### src/hw/rtl/assert_macros.svh
// Assertion macros shared by the RTL of the position servo loop.
// Depends on nothing; included by the files that carry assertions.
`ifndef ASSERT_MACROS_SVH
`define ASSERT_MACROS_SVH

// Same-cycle implication, ignored while reset is high.
`define ASSERT_IMPLIES(label, clk, rst, ante, cons) \
   label: assert property (@(posedge clk) disable iff (rst) (ante) |-> (cons)) \
      else $error("assertion failed: same-cycle implication");

// Next-cycle implication, ignored while reset is high.
`define ASSERT_NEXT(label, clk, rst, ante, cons) \
   label: assert property (@(posedge clk) disable iff (rst) (ante) |=> (cons)) \
      else $error("assertion failed: next-cycle implication");

`endif

### src/hw/rtl/pdsl_pkg.sv
// Package for the PD position servo loop: widths, reset values and codes.
// Depends on nothing; imported by the channel interfaces and the top level.
`timescale 1ns / 1ps

package pdsl_pkg;

   localparam int POS_W      = 10;
   localparam int PULSE_W    = 16;
   localparam int GAIN_W     = 16;
   localparam int CMD_W      = 2;
   localparam int CSR_IDX_W  = 3;
   localparam int CSR_DATA_W = 16;
   localparam int FRAC_SHIFT = 4;

   localparam logic [POS_W-1:0]   GOAL_RESET    = POS_W'(512);
   localparam logic [PULSE_W-1:0] MAX_PULSE_RST = PULSE_W'(40000);
   localparam logic [PULSE_W-1:0] MID_PULSE_RST = PULSE_W'(3000);

   typedef enum logic [CMD_W-1:0] {
      CMD_SAMPLE     = 2'd0,
      CMD_GOAL       = 2'd1,
      CMD_ENABLE     = 2'd2,
      CMD_GOAL_RESET = 2'd3
   } cmd_type;

   typedef enum logic [CSR_IDX_W-1:0] {
      REG_GAIN_P_FWD = 3'd0,
      REG_GAIN_D_FWD = 3'd1,
      REG_GAIN_P_REV = 3'd2,
      REG_GAIN_D_REV = 3'd3,
      REG_DEADBAND   = 3'd4,
      REG_MIN_PULSE  = 3'd5,
      REG_MAX_PULSE  = 3'd6,
      REG_MID_PULSE  = 3'd7
   } csr_index_type;

   // How the result stage forms the pulse for one sample.
   typedef enum logic [2:0] {
      KIND_OFF = 3'd0,
      KIND_MID = 3'd1,
      KIND_MIN = 3'd2,
      KIND_MAX = 3'd3,
      KIND_PD  = 3'd4
   } kind_type;

endpackage

### src/hw/rtl/pdsl_req_if.sv
// Request channel of the servo loop: valid/ready plus command and value.
// Depends on pdsl_pkg for the field widths.
`timescale 1ns / 1ps

interface pdsl_req_if
   import pdsl_pkg::*;
();
   logic             valid;
   logic             ready;
   logic [CMD_W-1:0] command;
   logic [POS_W-1:0] value;

   modport source (output valid, output command, output value, input ready);
   modport sink   (input valid, input command, input value, output ready);
endinterface

### src/hw/rtl/pdsl_rsp_if.sv
// Response channel of the servo loop: valid/ready plus drive pulse and enable.
// Depends on pdsl_pkg for the field widths.
`timescale 1ns / 1ps

interface pdsl_rsp_if
   import pdsl_pkg::*;
();
   logic               valid;
   logic               ready;
   logic [PULSE_W-1:0] drive_pulse;
   logic               drive_on;

   modport source (output valid, output drive_pulse, output drive_on, input ready);
   modport sink   (input valid, input drive_pulse, input drive_on, output ready);
endinterface

### src/hw/rtl/pd_position_servo_loop.sv
// PD position servo loop: one drive pulse per position sample.
// A sample passes the input, product (two gain multipliers) and result registers in turn.
// Throughput: one request per cycle unless the response side stalls the pipeline.
// Each stage takes a new request when it is empty or its content moves on.
// Reset (synchronous, active high): pipeline empty, goal 512, loop disabled, CSR defaults.
`timescale 1ns / 1ps
`include "assert_macros.svh"

module pd_position_servo_loop
   import pdsl_pkg::*;
(
   input  logic                  clock,
   input  logic                  reset,
   pdsl_req_if.sink              req,
   pdsl_rsp_if.source            rsp,
   input  logic                  csr_wr_en,
   input  logic [CSR_IDX_W-1:0]  csr_index,
   input  logic [CSR_DATA_W-1:0] csr_wdata
);

   localparam int ERR_W   = POS_W + 1;
   localparam int PROD_W  = ERR_W + GAIN_W + 1;
   localparam int SUM_W   = PROD_W + 1;
   localparam int CALC_W  = SUM_W + 1;
   localparam logic signed [SUM_W-1:0] ROUND_BIAS = SUM_W'((1 << FRAC_SHIFT) - 1);

   // configuration registers
   logic [GAIN_W-1:0]  gain_p_fwd_ff, gain_d_fwd_ff, gain_p_rev_ff, gain_d_rev_ff;
   logic [POS_W-1:0]   deadband_ff;
   logic [PULSE_W-1:0] min_pulse_ff, max_pulse_ff, mid_pulse_ff;

   // loop state
   logic [POS_W-1:0] goal_ff, goal_in;
   logic [POS_W-1:0] last_ff, last_in;
   logic             moving_up_ff, moving_up_in;
   logic             enabled_ff, enabled_in;

   // input stage
   logic             s1_valid_ff, s1_valid_in;
   cmd_type          s1_cmd_ff;
   logic [POS_W-1:0] s1_value_ff;

   // product stage
   logic                     s2_valid_ff, s2_valid_in;
   kind_type                 s2_kind_ff, s2_kind_in;
   logic signed [PROD_W-1:0] s2_p_prod_ff, s2_p_prod_in;
   logic signed [PROD_W-1:0] s2_d_prod_ff, s2_d_prod_in;

   // result stage
   logic               rsp_valid_ff, rsp_valid_in;
   logic [PULSE_W-1:0] rsp_pulse_ff, rsp_pulse_in;
   logic               rsp_on_ff;

   logic out_free, s2_free, s1_free, s1_proc;

   logic signed [ERR_W-1:0]  err_s, vel_s;
   logic [ERR_W-1:0]         err_mag;
   logic [GAIN_W-1:0]        p_gain, d_gain;
   logic signed [SUM_W-1:0]  pd_sum, pd_adj;
   logic signed [CALC_W-1:0] pd_raw, pd_hi, pd_lim;
   logic signed [CALC_W-1:0] mid_s, max_s, min_s;

   // handshake: a stage takes new content when empty or when it is emptied now
   assign out_free  = !rsp_valid_ff || rsp.ready;
   assign s2_free   = !s2_valid_ff || out_free;
   assign s1_free   = !s1_valid_ff || s2_free;
   assign s1_proc   = s1_valid_ff && s2_free;
   assign req.ready = s1_free;

   assign rsp.valid       = rsp_valid_ff;
   assign rsp.drive_pulse = rsp_pulse_ff;
   assign rsp.drive_on    = rsp_on_ff;

   // configuration writes
   always_ff @(posedge clock) begin
      if (reset) begin
         gain_p_fwd_ff <= '0;
         gain_d_fwd_ff <= '0;
         gain_p_rev_ff <= '0;
         gain_d_rev_ff <= '0;
         deadband_ff   <= '0;
         min_pulse_ff  <= '0;
         max_pulse_ff  <= MAX_PULSE_RST;
         mid_pulse_ff  <= MID_PULSE_RST;
      end else if (csr_wr_en) begin
         case (csr_index)
            REG_GAIN_P_FWD: gain_p_fwd_ff <= csr_wdata[GAIN_W-1:0];
            REG_GAIN_D_FWD: gain_d_fwd_ff <= csr_wdata[GAIN_W-1:0];
            REG_GAIN_P_REV: gain_p_rev_ff <= csr_wdata[GAIN_W-1:0];
            REG_GAIN_D_REV: gain_d_rev_ff <= csr_wdata[GAIN_W-1:0];
            REG_DEADBAND:   deadband_ff   <= csr_wdata[POS_W-1:0];
            REG_MIN_PULSE:  min_pulse_ff  <= csr_wdata[PULSE_W-1:0];
            REG_MAX_PULSE:  max_pulse_ff  <= csr_wdata[PULSE_W-1:0];
            REG_MID_PULSE:  mid_pulse_ff  <= csr_wdata[PULSE_W-1:0];
            default: ;
         endcase
      end
   end

   // input stage
   assign s1_valid_in = s1_free ? req.valid : s1_valid_ff;

   always_ff @(posedge clock) begin
      if (reset) begin
         s1_valid_ff <= 1'b0;
      end else begin
         s1_valid_ff <= s1_valid_in;
      end
   end

   always_ff @(posedge clock) begin
      if (s1_free) begin
         s1_cmd_ff   <= cmd_type'(req.command);
         s1_value_ff <= req.value;
      end
   end

   // product stage: command decode, state update, gain products
   assign err_s   = $signed({1'b0, goal_ff}) - $signed({1'b0, s1_value_ff});
   assign vel_s   = $signed({1'b0, last_ff}) - $signed({1'b0, s1_value_ff});
   assign err_mag = err_s[ERR_W-1] ? ERR_W'(-err_s) : ERR_W'(err_s);
   assign p_gain  = moving_up_ff ? gain_p_fwd_ff : gain_p_rev_ff;
   assign d_gain  = moving_up_ff ? gain_d_fwd_ff : gain_d_rev_ff;

   assign s2_p_prod_in = PROD_W'(err_s) * PROD_W'($signed({1'b0, p_gain}));
   assign s2_d_prod_in = PROD_W'(vel_s) * PROD_W'($signed({1'b0, d_gain}));

   always_comb begin
      goal_in      = goal_ff;
      last_in      = last_ff;
      moving_up_in = moving_up_ff;
      enabled_in   = enabled_ff;
      s2_kind_in   = KIND_OFF;
      case (s1_cmd_ff)
         CMD_SAMPLE: begin
            if (!enabled_ff) begin
               s2_kind_in = KIND_OFF;
            end else if (goal_ff == s1_value_ff) begin
               s2_kind_in = KIND_MID;
            end else begin
               last_in = s1_value_ff;
               if (err_mag > {1'b0, deadband_ff}) begin
                  s2_kind_in = err_s[ERR_W-1] ? KIND_MAX : KIND_MIN;
               end else begin
                  s2_kind_in = KIND_PD;
               end
            end
         end
         CMD_GOAL: begin
            moving_up_in = s1_value_ff > goal_ff;
            goal_in      = s1_value_ff;
            enabled_in   = 1'b1;
         end
         CMD_ENABLE: begin
            enabled_in = s1_value_ff[0];
         end
         CMD_GOAL_RESET: begin
            goal_in = GOAL_RESET;
         end
         default: ;
      endcase
   end

   assign s2_valid_in = s2_free ? (s1_valid_ff && (s1_cmd_ff == CMD_SAMPLE)) : s2_valid_ff;

   always_ff @(posedge clock) begin
      if (reset) begin
         goal_ff      <= GOAL_RESET;
         last_ff      <= '0;
         moving_up_ff <= 1'b0;
         enabled_ff   <= 1'b0;
         s2_valid_ff  <= 1'b0;
      end else begin
         s2_valid_ff <= s2_valid_in;
         if (s1_proc) begin
            goal_ff      <= goal_in;
            last_ff      <= last_in;
            moving_up_ff <= moving_up_in;
            enabled_ff   <= enabled_in;
         end
      end
   end

   always_ff @(posedge clock) begin
      if (s2_free) begin
         s2_kind_ff   <= s2_kind_in;
         s2_p_prod_ff <= s2_p_prod_in;
         s2_d_prod_ff <= s2_d_prod_in;
      end
   end

   // result stage: sum, divide by 16 toward zero, subtract from mid, signed clamp
   assign pd_sum = SUM_W'(s2_p_prod_ff) + SUM_W'(s2_d_prod_ff);
   assign pd_adj = (pd_sum + (pd_sum[SUM_W-1] ? ROUND_BIAS : SUM_W'(0))) >>> FRAC_SHIFT;
   assign mid_s  = $signed({{(CALC_W-PULSE_W){1'b0}}, mid_pulse_ff});
   assign max_s  = $signed({{(CALC_W-PULSE_W){1'b0}}, max_pulse_ff});
   assign min_s  = $signed({{(CALC_W-PULSE_W){1'b0}}, min_pulse_ff});
   assign pd_raw = mid_s - CALC_W'(pd_adj);
   assign pd_hi  = (pd_raw > max_s) ? max_s : pd_raw;
   assign pd_lim = (pd_hi < min_s) ? min_s : pd_hi;

   always_comb begin
      case (s2_kind_ff)
         KIND_OFF: rsp_pulse_in = '0;
         KIND_MID: rsp_pulse_in = mid_pulse_ff;
         KIND_MIN: rsp_pulse_in = min_pulse_ff;
         KIND_MAX: rsp_pulse_in = max_pulse_ff;
         KIND_PD:  rsp_pulse_in = pd_lim[PULSE_W-1:0];
         default:  rsp_pulse_in = '0;
      endcase
   end

   assign rsp_valid_in = out_free ? s2_valid_ff : rsp_valid_ff;

   always_ff @(posedge clock) begin
      if (reset) begin
         rsp_valid_ff <= 1'b0;
      end else begin
         rsp_valid_ff <= rsp_valid_in;
      end
   end

   always_ff @(posedge clock) begin
      if (out_free) begin
         rsp_pulse_ff <= rsp_pulse_in;
         rsp_on_ff    <= (rsp_pulse_in != '0);
      end
   end

   `ASSERT_IMPLIES(a_on_matches_pulse, clock, reset, rsp_valid_ff, rsp_on_ff == (rsp_pulse_ff != '0))
   `ASSERT_NEXT(a_cmd_no_result, clock, reset, s1_proc && (s1_cmd_ff != CMD_SAMPLE), !s2_valid_ff)
   `ASSERT_NEXT(a_goal_enables, clock, reset, s1_proc && (s1_cmd_ff == CMD_GOAL), enabled_ff)
   `ASSERT_NEXT(a_goal_reset, clock, reset, s1_proc && (s1_cmd_ff == CMD_GOAL_RESET), goal_ff == GOAL_RESET)

endmodule

### src/flat_wrapper.sv
// flat-port wrapper written by rule: the top's interface ports become plain ports
module pd_position_servo_loop_flat import pdsl_pkg::*;
  (clock, reset, csr_wr_en, csr_index, csr_wdata, req_valid, req_command, req_value, req_ready, rsp_valid, rsp_drive_pulse, rsp_drive_on, rsp_ready);
  pdsl_req_if req_i ();
  pdsl_rsp_if rsp_i ();
  input  logic clock;
  input  logic reset;
  input  logic csr_wr_en;
  input  logic [CSR_IDX_W-1:0] csr_index;
  input  logic [CSR_DATA_W-1:0] csr_wdata;
  input wire logic [$bits(req_i.valid)-1:0] req_valid;
  input wire logic [$bits(req_i.command)-1:0] req_command;
  input wire logic [$bits(req_i.value)-1:0] req_value;
  output wire logic [$bits(req_i.ready)-1:0] req_ready;
  output wire logic [$bits(rsp_i.valid)-1:0] rsp_valid;
  output wire logic [$bits(rsp_i.drive_pulse)-1:0] rsp_drive_pulse;
  output wire logic [$bits(rsp_i.drive_on)-1:0] rsp_drive_on;
  input wire logic [$bits(rsp_i.ready)-1:0] rsp_ready;
  assign req_i.valid = req_valid;
  assign req_i.command = req_command;
  assign req_i.value = req_value;
  assign req_ready = req_i.ready;
  assign rsp_valid = rsp_i.valid;
  assign rsp_drive_pulse = rsp_i.drive_pulse;
  assign rsp_drive_on = rsp_i.drive_on;
  assign rsp_i.ready = rsp_ready;
  pd_position_servo_loop u_core (.clock(clock), .reset(reset), .req(req_i), .rsp(rsp_i), .csr_wr_en(csr_wr_en), .csr_index(csr_index), .csr_wdata(csr_wdata));
endmodule
### config.mk
export PLATFORM = sky130hd
export DESIGN_NAME = pd_position_servo_loop_flat
export DESIGN_NICKNAME = d
export VERILOG_FILES = /design/src/hw/rtl/pdsl_pkg.sv /design/src/hw/rtl/pdsl_req_if.sv /design/src/hw/rtl/pdsl_rsp_if.sv /design/src/hw/rtl/pd_position_servo_loop.sv /design/src/flat_wrapper.sv
export VERILOG_INCLUDE_DIRS = /design/src /design/src/hw/rtl
export SDC_FILE = /design/constraint.sdc
export NUM_CORES = 2
export LEC_CHECK = 0
export BUFFER_PORTS_ARGS = -buffer_cell sky130_fd_sc_hd__buf_2
export CAP_MARGIN = 20
export CORE_MARGIN = 2
export CORE_UTILIZATION = 40
export DETAILED_ROUTE_END_ITERATION = 6
export PLACE_DENSITY = 0.62
export SKIP_LAST_GASP = 1
export SLEW_MARGIN = 15
export SYNTH_ARGS = -nofsm -noshare
export SYNTH_HDL_FRONTEND = slang
export SYNTH_SLANG_ARGS = --single-unit
### constraint.sdc
create_clock -name clock -period 10.3 [get_ports clock]
set_clock_uncertainty 0.1 [all_clocks]
set_input_delay 1.545 -clock clock [delete_from_list [all_inputs] [get_ports clock]]
set_output_delay 1.545 -clock clock [all_outputs]
set_load 0.005 [all_outputs]
==> impl_metrics.csv <==
group,metric,value,unit
routing,drtPass1Iterations,5,
routing,dr_wl_met3,4040,µm
sta,layout_setup_ws,-0.160,ns
worst_setup_path,cp.depth,56,
floorplanning,die_h,258,µm
global_route,grt_usage,22.6,%
final_layout,drive_above_1_share,14.2,%
synthesis,synth_edf_count,88,
routing,ant_nets,0,
synthesis,netlist_area,0.0259,mm²
clock_network,cts_buffers,28,
clock_network,insertion_delay,0.57,ns
global_route,grt_pass1_vias,21500,
worst_setup_path,reg2regPathDepth,56,
sta,slew_headroom,29.1,%
final_layout,mostFrequentLayoutCell,"nand2_1",
routing,drt-total-wl,75600,µm
worst_setup_path,cp_max_fo,6,
worst_setup_path,crit_end,"u_core.rsp.drive_on",
power,p_leak,13.4,nW
synthesis,synth-seq-cells,235,
worst_setup_path,slowest_delay,0.54,ns
clock_network,cts_tree,"built",
worst_setup_path,endpoint_kind,"flop",
global_route,grt_pass1_wl,119000,µm
worst_setup_path,arrival,10.67,ns
sta,fmax,95.6,MHz
place,routabilityCongestion,0.943,
final_layout,reg_top3,"u_core.s2_d_prod_ff: 28 flops, u_core.s2_p_prod_ff: 28 flops",
floorplanning,die-area,0.0668,mm²
sta,hold_viol,0,
final_layout,final_util,46.6,%
routing,vias,21800,
clock_network,root_buffer,"clkbuf_16",
worst_setup_path,reg2reg_slack,-0.16,ns
routing,highest_layer,"met5",
synthesis,netlist_instances,3041,
synthesis,synth_top_area_share,19.8,%
worst_setup_path,path_delay_family,"compound AO/OA/AOI/OAI gates",
final_layout,syn_to_final_growth,15.7,%
routing,drt-met1-wl,31700,µm
routing,wl_per_cell,18.3,µm
synthesis,ys_seq_area_share,21.6,%
worst_setup_path,path_class,"reg -> reg",
worst_setup_path,startpoint_type,"flop",
worst_setup_path,required,10.51,ns
sta,slew_violations,0,
worst_setup_path,critPathBufInv,4,
routing,drtIter0Drc,1429,
routing,drc_errors,0,
run_status,failed_checks,"setup timing",
clock_network,clk_path_buf_depth,3,
global_route,grt_max_degree,91,
worst_setup_path,crit_slowest_cell,"or4_1",
job,drv_cap,0,
sta,worst_pin_slew,1.06,ns
worst_setup_path,r2r-end,"u_core.rsp.drive_on",
power,ir_worst_vdd,0.151,mV
min_path,hold_class,"reg -> reg",
floorplanning,num_io_pins,55,
routing,met2WireLength,36400,µm
place,dpl.hpwl,60900,µm
final_layout,final_cells,4134,
floorplanning,core_area,0.0642,mm²
worst_setup_path,startpoint,"u_core.s2_d_prod_ff[0]",
synthesis,synth_async_sr_flop_share,0,%
floorplanning,floorplan.initialDensity,40.3,%
floorplanning,fp.dieW,258,µm
final_layout,final_area,0.0300,mm²
synthesis,ys_warn_count,0,
final_layout,nNetsFinal,3817,
sta,post-route-period-util,102,%
synthesis,yosysTopAreaCell,"fa_1",
clock_network,postCtsHoldBufs,0,
sta,timing.hold.ws,0.353,ns
clock_network,clkTransAtPathRegs,0.06,ns
sta,period_minus_slack,10.46,ns
final_layout,final_cell_mix,"nand2_1 (493), inv_1 (380), nor2_1 (281)",
global_route,grt_antenna_before_repair,4,
clock_network,clock-sinks,235,
global_route,grt_overflow,0,
sta,fin_tns_setup,-0.160,ns
sta,final-setup-viol-count,1,
routing,viasPerCell,5.28,
worst_setup_path,critPathMostFrequentCell,"a21o_1",
synthesis,ys.flop_type,"dfxtp_1",
worst_setup_path,r2r-start,"u_core.s2_d_prod_ff[0]",
run_status,status,"finished, violations left",
clock_network,h-tree-depth,1,
synthesis,yosys-top-cells-area,"fa_1 (20%), ha_1 (13%), dfxtp_1 (11%), edfxtp_1 (10%), nand2_1 (7.2%)",
place,port_buffers,54,
synthesis,synthesis.nets,3602,
place,placed_area,0.0285,mm²
power,cellPowerDensity,221,mW/mm²
sta,rsz0062_at_grt,"true",
synthesis,synth_cell_types,91,
floorplanning,rows,93,
synthesis,avgSynthCellArea,8.51,µm²
place,placedCellCount,4053,
min_path,hold_depth,2,
-- layout make-up --
cell class / count / area [µm²]
Antenna cell: 1 / 2.50
Sequential cell: 235 / 5590
Tap cell: 855 / 1070
Fill cell: 6265 / 34300
Multi-Input combinational cell: 2312 / 18700
Inverter: 384 / 1440
Timing Repair Buffer: 295 / 2100
Clock buffer: 30 / 729
Clock inverter: 22 / 264
-- power breakdown --
group / switching (W) / internal (W) / total (W)
registers: 0.0000380 / 0.00107 / 0.00111
logic: 0.00241 / 0.00204 / 0.00445
clock network: 0.000423 / 0.000643 / 0.00107
-- cells in the mapped netlist (all sizes together) (4+ instances only) --
master and number:
o311ai 4, mux2i 49, or4 11, a211o 8, inv 383, edfxtp 88
a31oi 22, o21a 24, and3 12, nor2 285, fa 256, o31a 5
nand3 48, or2 8, clkbuf 94, o21bai 14, dfxtp 147, xnor2 92
nand4 27, nor2b 30, a21o 35, o211ai 15, mux2 42, nand2b 37
xor2 22, o41ai 4, or3 9, nor3 26, ha 269, nand2 499
buf 15, a22oi 28, o21ai 99, nor4 9, a21oi 205, a31o 5
o31ai 5, and2 34, a21boi 13, nand3b 12, a211oi 9
-- logic make-up (layout without fill, tap and decap cells) --
logic type,Yosys count,after routing,synth area share (%)
mux,91,91,3.77
buf+inv,494,731,7.32
xor+xnor,114,114,3.89
flops,235,235,21.6
simple gates,1064,1064,18.3
compound gates,518,518,12.4
fa+ha+maj,525,525,32.8
other cells,0,1,0
-- stage by stage --
step / total power, W / worst slack [ns]
after floorplan: 0.00370 / -0.315
after global placement: 0.00523 / -0.415
after detailed placement: 0.00524 / -0.572
after CTS: 0.00645 / -0.230
after global routing: 0.00712 / -0.712
final: 0.00663 / -0.160
-- layer usage --
layer	up-vias	global-route usage [%]
li1	10500	-
met2	573	38.6
met4	2	9.52
met3	162	3.42
met5	-	0
met1	10600	28.6
-- timing repair --
action / in CTS / in global routing
resized for setup: 16 / 48
buffers inserted: 13 / 15
pin swaps: 17 / 22
setup endpoints to repair: 13 / 17
-- worst register-to-register path, delay by kind of cell (launching register included) --
family	cells	cell delay (ns)
fa+ha+maj	6	1.59
compound gates	25	3.99
flops	1	0.34
buf+inv	4	0.40
mux	2	0.59
xor+xnor	3	0.43
simple gates	16	2.73
-- worst min-delay path by stage --
stage	start	to	slack [ns]
floorplan	u_core.gain_d_rev_ff[0]	u_core.gain_d_rev_ff[0]	0.34
global placement	u_core.deadband_ff[6]	u_core.deadband_ff[6]	0.34
detailed placement	u_core.deadband_ff[6]	u_core.deadband_ff[6]	0.35
CTS	u_core.deadband_ff[6]	u_core.deadband_ff[6]	0.36
global route	u_core.deadband_ff[6]	u_core.deadband_ff[6]	0.37
finish	u_core.deadband_ff[6]	u_core.deadband_ff[6]	0.35
Note: power is estimated with default switching activity, not from simulation.
